<file path="config.mk">
export PLATFORM = sky130hd
export DESIGN_NAME = cvbf_ram
export DESIGN_NICKNAME = d
export VERILOG_FILES = /design/src/cvbf_ram.sv
export SDC_FILE = /design/constraint.sdc
export NUM_CORES = 1
export LEC_CHECK = 0
export BUFFER_PORTS_ARGS = -buffer_cell sky130_fd_sc_hd__buf_4
export CAP_MARGIN = 20
export CORE_UTILIZATION = 55
export DETAILED_ROUTE_END_ITERATION = 7
export MAX_ROUTING_LAYER = met4
export PLACE_DENSITY = 0.82
export SLEW_MARGIN = 20
export SYNTH_ARGS = -nofsm -noshare
export SYNTH_HDL_FRONTEND = slang
export SYNTH_SLANG_ARGS = --single-unit
</file>
<file path="constraint.sdc">
create_clock -name aclk -period 2.2 [get_ports aclk]
set_clock_uncertainty 0.05 [all_clocks]
set_input_delay 0.44 -clock aclk [delete_from_list [all_inputs] [get_ports aclk]]
set_output_delay 0.44 -clock aclk [all_outputs]
set_load 0.005 [all_outputs]
</file>
<file path="src/cvbf_ram.sv">
// ----------------------------------------------------------------------------
// cvbf_ram
// Simple dual-port RAM: one write port, one read port, registered read data.
// ----------------------------------------------------------------------------
module cvbf_ram #(
    parameter int WIDTH = 8,
    parameter int DEPTH = 64
) (
    input  logic                     aclk,
    input  logic                     we,
    input  logic [$clog2(DEPTH)-1:0] waddr,
    input  logic [WIDTH-1:0]         wdata,
    input  logic [$clog2(DEPTH)-1:0] raddr,
    output logic [WIDTH-1:0]         rdata
);

    logic [WIDTH-1:0] mem [DEPTH];

    always_ff @(posedge aclk) begin
        if (we) begin
            mem[waddr] <= wdata;
        end
        rdata <= mem[raddr];
    end

endmodule
</file>
==> results of run 1 <==
## layout make-up
type,count,area [sq um],area share [%]
Sequential cell,520,15500,66.5
Multi-Input combinational cell,369,4320,18.5
Timing Repair Buffer,163,1370,5.86
Clock buffer,67,1300,5.58
Tap cell,461,577,2.47
Clock inverter,18,245,1.05
Antenna cell,2,5.00,0.0214
## power breakdown
part,total [uW],switching (uW),internal [uW]
Combinational,1110,642,472
Sequential,11000,44.5,11000
Clock,8240,3410,4840
Total,20400,4090,16300
## critical path, delay by kind of cell (launching register included)
kind                   cells  cell delay, ns
buffers and inverters      1            0.21
flip-flops                 1            0.40
AO/OA/AOI/OAI              2            0.67
multiplexers               1            0.50
AND/OR/NAND/NOR            1            0.15
## final timing paths
| kind | end | start | cells after the start |
|---|---|---|---|
| max | rdata[5] | mem[3][5] | 5 |
| min | rdata[0] | raddr[5] | 3 |
| max reg2reg | rdata[5] | mem[3][5] | 5 |
| min reg2reg | rdata[6] | mem[30][6] | 3 |
## layout by cell type (no fill, tap or decap), drive strengths merged, types with 3 or more instances in the layout
cell type / Yosys / layout
o221ai: 8 / 8
dfxtp: 8 / 8
a221oi: 6 / 6
nor2: 83 / 83
nand2: 19 / 19
o22ai: 8 / 8
a211oi: 4 / 4
buf: 34 / 162
o2bb2ai: 3 / 3
clkinv: 0 / 9
nor3: 7 / 7
nand2b: 7 / 7
mux2: 13 / 13
edfxtp: 512 / 512
nor2b: 14 / 14
a22oi: 3 / 3
mux2i: 23 / 23
nand3b: 3 / 3
inv: 0 / 3
a21oi: 3 / 3
o21ai: 4 / 4
nand3: 13 / 13
o2111ai: 3 / 3
clkbuf: 17 / 68
bufinv: 0 / 6
mux4: 126 / 126
## registers in the layout (all words and copies together) (netlist names)
| signal | flops |
|---|---|
| mem | 512 |
| rdata | 8 |
## cells by family (layout without fill, tap and decap cells)
| kind of cell | Yosys count | after routing |
|---|---|---|
| AND/OR/NAND/NOR | 153 | 153 |
| flip-flops | 520 | 520 |
| other | 0 | 2 |
| AO/OA/AOI/OAI | 54 | 54 |
| multiplexers | 162 | 162 |
| buffers and inverters | 51 | 248 |
## metrics by stage
stage          power, uW  TNS, ns
6_report           20400        0
5_1_grt            20900        0
4_1_cts            20400        0
3_5_place_dp       12300    -2.36
3_3_place_gp       12300    -2.03
2_1_floorplan      11800        0
## routing by layer
layer  global-route usage [%]  part of all wire (%)
met4                     8.62                   3.2
met5                        -                     0
met1                     34.8                    37
met3                     3.92                   9.6
met2                     40.9                    50
==> flow_metrics.py, run 1 <==
metrics = {
    "global_route": {
        "grt_start_max_net_pins": 65,
        "grt_pass1_vias": 10600,
        "overflow": 0,
        "groute.usage.overall_pct": 25.8,
        "grt_pass1_wl_microns": 68200,
        "antenna_found_initial": 0,
    },
    "die": {
        "io_pins": 30,
        "die-area_sq_um": 37400,
        "core_area_sq_um": 35800,
        "die_w_microns": 193,
        "fp.dieH_microns": 193,
        "rows": 69,
        "start_util_pct": 56.3,
    },
    "place": {
        "place_inst": 1513,
        "gp_congestion": 0.898,
        "place_area_sq_um": 21800,
        "port_buffers": 29,
        "place_ws_ns": -0.344,
        "place_hpwl_microns": 27800,
    },
    "power": {
        "peakVddDrop_v": 0.000723,
        "p_leak_uw": 0.00759,
        "power.density_nw_per_um2": 872,
    },
    "yosys": {
        "synth_xor_area_share_pct": 0,
        "avgSynthCellArea_sq_um": 21.5,
        "yosysTopAreaCellShare_pct": 76.2,
        "synth_compound_area_share_pct": 2.07,
        "syn_area_sq_um": 20200,
        "yosysMostFrequentCell": "edfxtp_1",
        "syn_nets": 962,
        "synth_edf_count": 512,
        "postSynthCellCount": 940,
        "synth.top_cells.by_count": "edfxtp_1 (512), mux4_2 (126), nor2_1 (83), mux2i_1 (23), nand2_1 (19)",
        "synth-main-ff-cell": "edfxtp_1",
        "muxShareOfSynthArea_pct": 15.9,
        "ys_types": 40,
        "ys_ff_latch": 520,
        "synth_async_sr_flop_share_pct": 0,
        "synth-simple-area-share_pct": 3.39,
        "synth_top_family_by_area": "multiplexers",
        "ys_warn_count": 0,
        "synth.area.top_cells": "edfxtp_1 (76%), mux4_2 (14%), nor2_1 (1.5%)",
        "yosysSeqAreaShare_pct": 77.0,
        "synth_top_cell_by_area": "edfxtp_1",
        "yosys.area_share.adder_pct": 0,
    },
    "cells_and_area": {
        "final_area_sq_um": 23300,
        "final_cells": 1600,
        "final_util_pct": 65.2,
        "syn_to_final_growth_pct": 15.8,
        "fill_cells": 2130,
        "nNetsFinal": 1124,
        "drive_above_1_share_pct": 32.3,
    },
    "sta": {
        "rsz0062_at_grt": "false",
        "worst_pin_slew_ns": 0.727,
        "finalSetupViolCount": 0,
        "finalHoldWorstSlack_ns": 0.243,
        "fin_crit_sh_pct": 96.0,
        "hold_viol": 0,
        "period_minus_slack_ns": 2.11,
        "relSlewSlack_pct": 51.6,
        "drv_slew": 0,
        "setup_ws_ns": 0.0870,
        "max_freq_ghz": 0.473,
    },
    "cts": {
        "numCtsBuffers": 48,
        "cts_sinks": 520,
        "clock-root-buffer": "clkbuf_16",
        "cts_setup_buffers": 0,
        "cts_tree": "done",
        "clockBufferDepth": 3,
        "cts_hold_buf": 0,
        "clkLatencyLatePin_ns": 0.56,
        "cts_max_level": 2,
        "cts_resized": 0,
        "clk_pin_slew_ns": 0.06,
    },
    "route": {
        "drt_drc_violations_left": 4,
        "detail_route.iter0.violations": 1250,
        "first_pass_iters": 7,
        "wl_per_cell_microns": 28.6,
        "vias": 10400,
        "vias_per_cell": 6.51,
        "ant_nets": 0,
        "wl_microns": 45700,
    },
    "status": {
        "status": "finished, violations left",
        "violations": "DRC",
    },
    "setup_path": {
        "crit_type": "flip-flop to flip-flop",
        "slowest_delay_ns": 0.60,
        "cpMaxStageDelayCell": "a2111oi_0",
        "worstPathCellList": "mux4_2 > nor2b_1 > a2111oi_0 > buf_4 > o41ai_1",
        "worst_ep_arrival_time_ns": 2.49,
        "cp_max_fo": 1,
        "startpoint_type": "flip-flop",
        "crit_required_ns": 2.57,
        "endpoint_kind": "flip-flop",
        "reg2reg_slack_ns": 0.09,
    },
    "flow_run": {
        "max-cap-violations": 0,
    },
    "worst_hold_path": {
        "hp-class": "primary input to flip-flop",
    },
}
Power figures use the tool's default switching activity.
==> inputs of run 2 (changes only) <==
--- a/config.mk
+++ b/config.mk
@@ -5,7 +5,7 @@
 export SDC_FILE = /design/constraint.sdc
 export NUM_CORES = 1
 export LEC_CHECK = 0
-export BUFFER_PORTS_ARGS = -buffer_cell sky130_fd_sc_hd__buf_4
+export BUFFER_PORTS_ARGS = -buffer_cell sky130_fd_sc_hd__buf_2
 export CAP_MARGIN = 20
 export CORE_UTILIZATION = 55
 export DETAILED_ROUTE_END_ITERATION = 7
==> flow_metrics.py, run 2 (synthesized netlist as in run 1, its figures left out) <==
metrics = {
    "status": {
        "status": "finished, violations left",
        "violations": "DRC",
    },
    "sta": {
        "worst_pin_slew_ns": 0.672,
        "max_freq_ghz": 0.499,
        "period_minus_slack_ns": 2.00,
        "hold_viol": 0,
        "relSlewSlack_pct": 55.2,
        "rsz0062_at_grt": "false",
        "drv_slew": 0,
        "finalSetupViolCount": 0,
        "fin_crit_sh_pct": 91.1,
        "setup_ws_ns": 0.197,
    },
    "route": {
        "detail_route.iter0.violations": 1278,
        "first_pass_iters": 7,
        "wl_per_cell_microns": 28.6,
        "wl_microns": 46300,
        "vias": 10400,
        "vias_per_cell": 6.43,
        "drt_drc_violations_left": 2,
        "ant_nets": 0,
    },
    "global_route": {
        "gr-usage-met2_pct": 41.2,
        "grt_pass1_wl_microns": 68700,
        "use_met1_pct": 34.3,
        "gr-usage-met3_pct": 4.86,
        "groute.usage.overall_pct": 26.2,
        "overflow": 0,
        "grt_pass1_vias": 10800,
        "antenna_found_initial": 3,
        "grt_start_max_net_pins": 65,
        "gr-max-usage-layer": "met2",
    },
    "cts": {
        "clk_pin_slew_ns": 0.07,
        "numCtsBuffers": 50,
        "cts_setup_buffers": 0,
        "cts_tree": "done",
        "clkLatencyLatePin_ns": 0.58,
        "clock-root-buffer": "clkbuf_16",
        "cts_sinks": 520,
        "clockBufferDepth": 3,
        "cts_hold_buf": 0,
        "cts_max_level": 2,
        "cts_resized": 0,
    },
    "power": {
        "p_sw_uw": 4190,
        "p_comb_share_pct": 5.6,
        "power_frac_clock_pct": 39.7,
        "peakVddDrop_v": 0.000688,
        "power.density_nw_per_um2": 858,
        "seq_power_share_pct": 54.7,
        "switching_share_pct": 20.8,
        "internal_power_uw": 15900,
        "p_leak_uw": 0.00766,
    },
    "die": {
        "core_area_sq_um": 35800,
        "die_w_microns": 193,
        "die-area_sq_um": 37400,
        "start_util_pct": 56.3,
        "rows": 69,
        "io_pins": 30,
        "fp.dieH_microns": 193,
    },
    "cells_and_area": {
        "regMostFlops": "mem",
        "syn_to_final_growth_pct": 16.3,
        "drive_above_1_share_pct": 33.1,
        "final_area_sq_um": 23400,
        "final_cell_mix": "edfxtp_1 (512), buf_4 (132), mux4_2 (126), nor2_1 (83), clkbuf_16 (51)",
        "final_util_pct": 65.4,
        "largest_reg_flops": 512,
        "layout_commonest_cell": "edfxtp_1",
        "largestRegisters": "mem (512), rdata (8)",
        "nNetsFinal": 1140,
    },
    "setup_path": {
        "cp_max_fo": 1,
        "crit_type": "flip-flop to flip-flop",
        "startpoint_type": "flip-flop",
        "crit_required_ns": 2.58,
        "endpoint_kind": "flip-flop",
        "worst_ep_arrival_time_ns": 2.38,
    },
    "place": {
        "place_hpwl_microns": 29000,
        "place_ws_ns": -0.318,
        "gp_congestion": 0.885,
        "port_buffers": 29,
        "place_area_sq_um": 21900,
    },
    "flow_run": {
        "max-cap-violations": 0,
    },
    "worst_hold_path": {
        "hp-class": "primary input to flip-flop",
    },
}
run 2: cell count changes in the layout (fill, tap and decap cells not counted), sizes merged:
cell / change
bufinv: -4
clkbuf: -4
buf: +14
clkinv: +13
run 2: layout make-up:
| cell class | instances | area [sq um] |
|---|---|---|
| antenna | 2 | 5.00 |
| fill | 2141 | 12400 |
| multi-input combinational | 369 | 4320 |
| tap | 461 | 577 |
| clock inverter | 27 | 183 |
| timing repair buffer | 177 | 1510 |
| sequential | 520 | 15500 |
| clock buffer | 63 | 1320 |
run 2: per-layer routing:
| layer | vias to the layer above | wire (microns) |
|---|---|---|
| li1 | 4294 | - |
| met1 | 5327 | 16800 |
| met2 | 658 | 22800 |
| met3 | 130 | 4770 |
| met4 | 0 | 1850 |
| met5 | - | 0 |
run 2: per-stage QoR:
step                      setup TNS, ns  hold WS [ns]  cells  total power [uW]
after floorplan                       0         0.489    940             11800
after global placement            -1.74         0.751   1527             12300
after detailed placement          -2.07         0.784   1527             12300
after CTS                             0         0.219   1617             20200
after global routing                  0         0.242   1619             20600
final                                 0         0.255   1619             20100
run 2: power groups by stage:
stage	registers [uW]	clock network [uW]	logic (uW)
floorplan	11200	0	584
global placement	11200	0	1080
detailed placement	11200	0	1110
CTS	11000	8070	1130
global route	11000	8440	1190
finish	11000	7980	1140
run 2: worst paths after layout:
path,from,cells after the start,to,slack (ns)
setup / recovery,mem[29][4],5,rdata[4],0.20
hold / removal,raddr[5],3,rdata[1],0.25
setup reg to reg,mem[29][4],5,rdata[4],0.20
hold reg to reg,mem[18][1],4,rdata[1],0.83
run 2: critical path, stage by stage, from the launching register on:
cell	delay, ns
edfxtp_1	0.38
mux4_2	0.49
mux2_2	0.30
o221a_2	0.27
nor3_1	0.24
o32ai_1	0.14
==> inputs of run 3 (changes only) <==
--- a/config.mk
+++ b/config.mk
@@ -7,6 +7,7 @@
 export LEC_CHECK = 0
 export BUFFER_PORTS_ARGS = -buffer_cell sky130_fd_sc_hd__buf_2
 export CAP_MARGIN = 20
+export CORE_MARGIN = 2
 export CORE_UTILIZATION = 55
 export DETAILED_ROUTE_END_ITERATION = 7
 export MAX_ROUTING_LAYER = met4
==> flow_metrics.py, run 3 (synthesized netlist as in run 1, its figures left out) <==
metrics = {
    "global_route": {
        "antenna_found_initial": 1,
        "groute.usage.overall_pct": 25.2,
        "grt_pass1_wl_microns": 67900,
        "overflow": 0,
        "grt_pass1_vias": 10700,
        "grt_start_max_net_pins": 65,
    },
    "setup_path": {
        "worst_ep_arrival_time_ns": 2.49,
        "r2r.worst_path.cells": 5,
        "slowest_delay_ns": 0.48,
        "critical_path.top_delay_family": "multiplexers",
        "startpoint_type": "flip-flop",
        "r2r-start": "mem[29][6]",
        "r2r-end": "rdata[6]",
        "worstPathCellList": "mux4_2 > mux2_2 > o221a_2 > nor3_1 > o32ai_1",
        "cpMaxStageDelayCell": "mux4_2",
        "endpoint_kind": "flip-flop",
        "cp_max_fo": 1,
        "crit_required_ns": 2.58,
        "crit_type": "flip-flop to flip-flop",
        "reg2reg_slack_ns": 0.1,
        "path_buf_inv": 0,
    },
    "status": {
        "status": "finished clean",
    },
    "cts": {
        "clock-root-buffer": "clkbuf_16",
        "clkLatencyLatePin_ns": 0.57,
        "cts_hold_buf": 0,
        "clockBufferDepth": 3,
        "cts_max_level": 2,
        "numCtsBuffers": 48,
        "cts_tree": "done",
        "cts_sinks": 520,
        "clk_pin_slew_ns": 0.06,
    },
    "place": {
        "port_buffers": 29,
        "place_area_sq_um": 22000,
        "gp_congestion": 0.847,
        "place_hpwl_microns": 27800,
    },
    "sta": {
        "relSlewSlack_pct": 52.9,
        "max_freq_ghz": 0.475,
        "drv_slew": 0,
        "worst_pin_slew_ns": 0.707,
        "fin_crit_sh_pct": 95.6,
        "finalHoldWorstSlack_ns": 0.255,
        "rsz0062_at_grt": "false",
        "period_minus_slack_ns": 2.10,
        "hold_viol": 0,
        "finalSetupViolCount": 0,
    },
    "power": {
        "seq_power_share_pct": 55.4,
        "power.density_nw_per_um2": 846,
        "p_comb_share_pct": 5.7,
        "peakVddDrop_v": 0.000719,
        "p_leak_uw": 0.00767,
        "switching_share_pct": 20.5,
        "power_frac_clock_pct": 38.9,
        "internal_power_uw": 15800,
        "p_sw_uw": 4060,
    },
    "cells_and_area": {
        "layout_commonest_cell": "edfxtp_1",
        "final_cell_mix": "edfxtp_1 (512), buf_4 (144), mux4_2 (126), nor2_1 (83), clkbuf_16 (49)",
        "largest_reg_flops": 512,
        "syn_to_final_growth_pct": 16.4,
        "drive_above_1_share_pct": 33.5,
        "nNetsFinal": 1150,
        "regMostFlops": "mem",
        "largestRegisters": "mem (512), rdata (8)",
        "final_util_pct": 64.6,
        "final_area_sq_um": 23500,
    },
    "die": {
        "die-area_sq_um": 38200,
        "core_area_sq_um": 36300,
        "fp.dieH_microns": 195,
        "rows": 70,
        "die_w_microns": 195,
        "io_pins": 30,
        "start_util_pct": 55.5,
    },
    "route": {
        "first_pass_iters": 5,
        "ant_nets": 0,
        "wl_per_cell_microns": 27.8,
        "wl_microns": 45500,
        "vias_per_cell": 6.33,
        "vias": 10300,
        "drt_drc_violations_left": 0,
        "detail_route.iter0.violations": 1514,
    },
    "flow_run": {
        "max-cap-violations": 0,
    },
    "worst_hold_path": {
        "hp-class": "primary input to flip-flop",
        "whs_path_depth": 3,
        "hold_end": "rdata[2]",
        "min_from": "raddr[5]",
    },
}
==> run 3: changes by cell type in the layout (fill, tap and decap cells not counted) <==
| cell | delta |
|---|---|
| inv_8 | -1 |
| clkbuf_1 | +8 |
| buf_4 | +12 |
| a2111oi_0 | -1 |
| clkinv_1 | -7 |
| clkinv_4 | +1 |
| clkinvlp_4 | +1 |
| clkbuf_16 | -2 |
| clkinv_2 | -2 |
| a2111oi_1 | +1 |
| inv_6 | -2 |
==> run 3: power by group through the flow <==
stage | clock network [uW] | registers [uW] | logic (uW)
finish | 7710 | 11000 | 1140
global placement | 0 | 11200 | 1080
global route | 8150 | 11000 | 1200
floorplan | 0 | 11200 | 584
detailed placement | 0 | 11200 | 1120
CTS | 7780 | 11000 | 1130
==> run 3: worst reg2reg max path, cell delays in order, from the launching register on <==
cell      delay (ns)
edfxtp_1        0.40
mux4_2          0.48
mux2_2          0.29
o221a_2         0.27
nor3_1          0.33
o32ai_1         0.15
==> run 3: per-layer routing <==
metal	global-route usage, %	vias up	part of all wire, %
met5	-	-	0
met4	9.98	0	3.9
met3	4.15	120	9.3
met2	40.2	654	50
met1	33.0	5270	37
li1	-	4297	-
==> run 3: layout make-up <==
class | instances | area (sq um)
flip-flops and latches | 520 | 15500
fillers | 2210 | 12900
multi-input cells | 369 | 4320
repair buffers | 189 | 1600
clock buffers | 69 | 1300
well taps | 468 | 586
clock inverters | 17 | 134
diodes | 2 | 5.00
==> run 3: worst max-delay path by stage <==
stage	slack (ns)	depth (start not counted)	end	start
after CTS	0.03	5	rdata[3]	mem[1][3]
after detailed placement	-0.39	7	rdata[6]	raddr[0]
final	0.1	5	rdata[6]	mem[29][6]
after global placement	-0.37	7	rdata[4]	raddr[0]
after floorplan	0.04	7	rdata[3]	raddr[1]
after global routing	0.04	5	rdata[3]	mem[1][3]
==> run 3: metrics by stage <==
| step | std cells | TNS, ns | total power [uW] | setup slack [ns] |
|---|---|---|---|---|
| 2_1_floorplan | 940 | 0 | 11800 | 0.0423 |
| 3_3_place_gp | 1546 | -2.25 | 12300 | -0.368 |
| 3_5_place_dp | 1546 | -2.54 | 12300 | -0.394 |
| 4_1_cts | 1632 | 0 | 19900 | 0.0319 |
| 5_1_grt | 1633 | 0 | 20300 | 0.0356 |
| 6_report | 1634 | 0 | 19900 | 0.0961 |
==> run 3: timing repair <==
item	4_1_cts	5_1_grt
buffers inserted	0	0
gates resized for setup	0	1
setup endpoints to repair	0	1
hold endpoints to repair	0	0
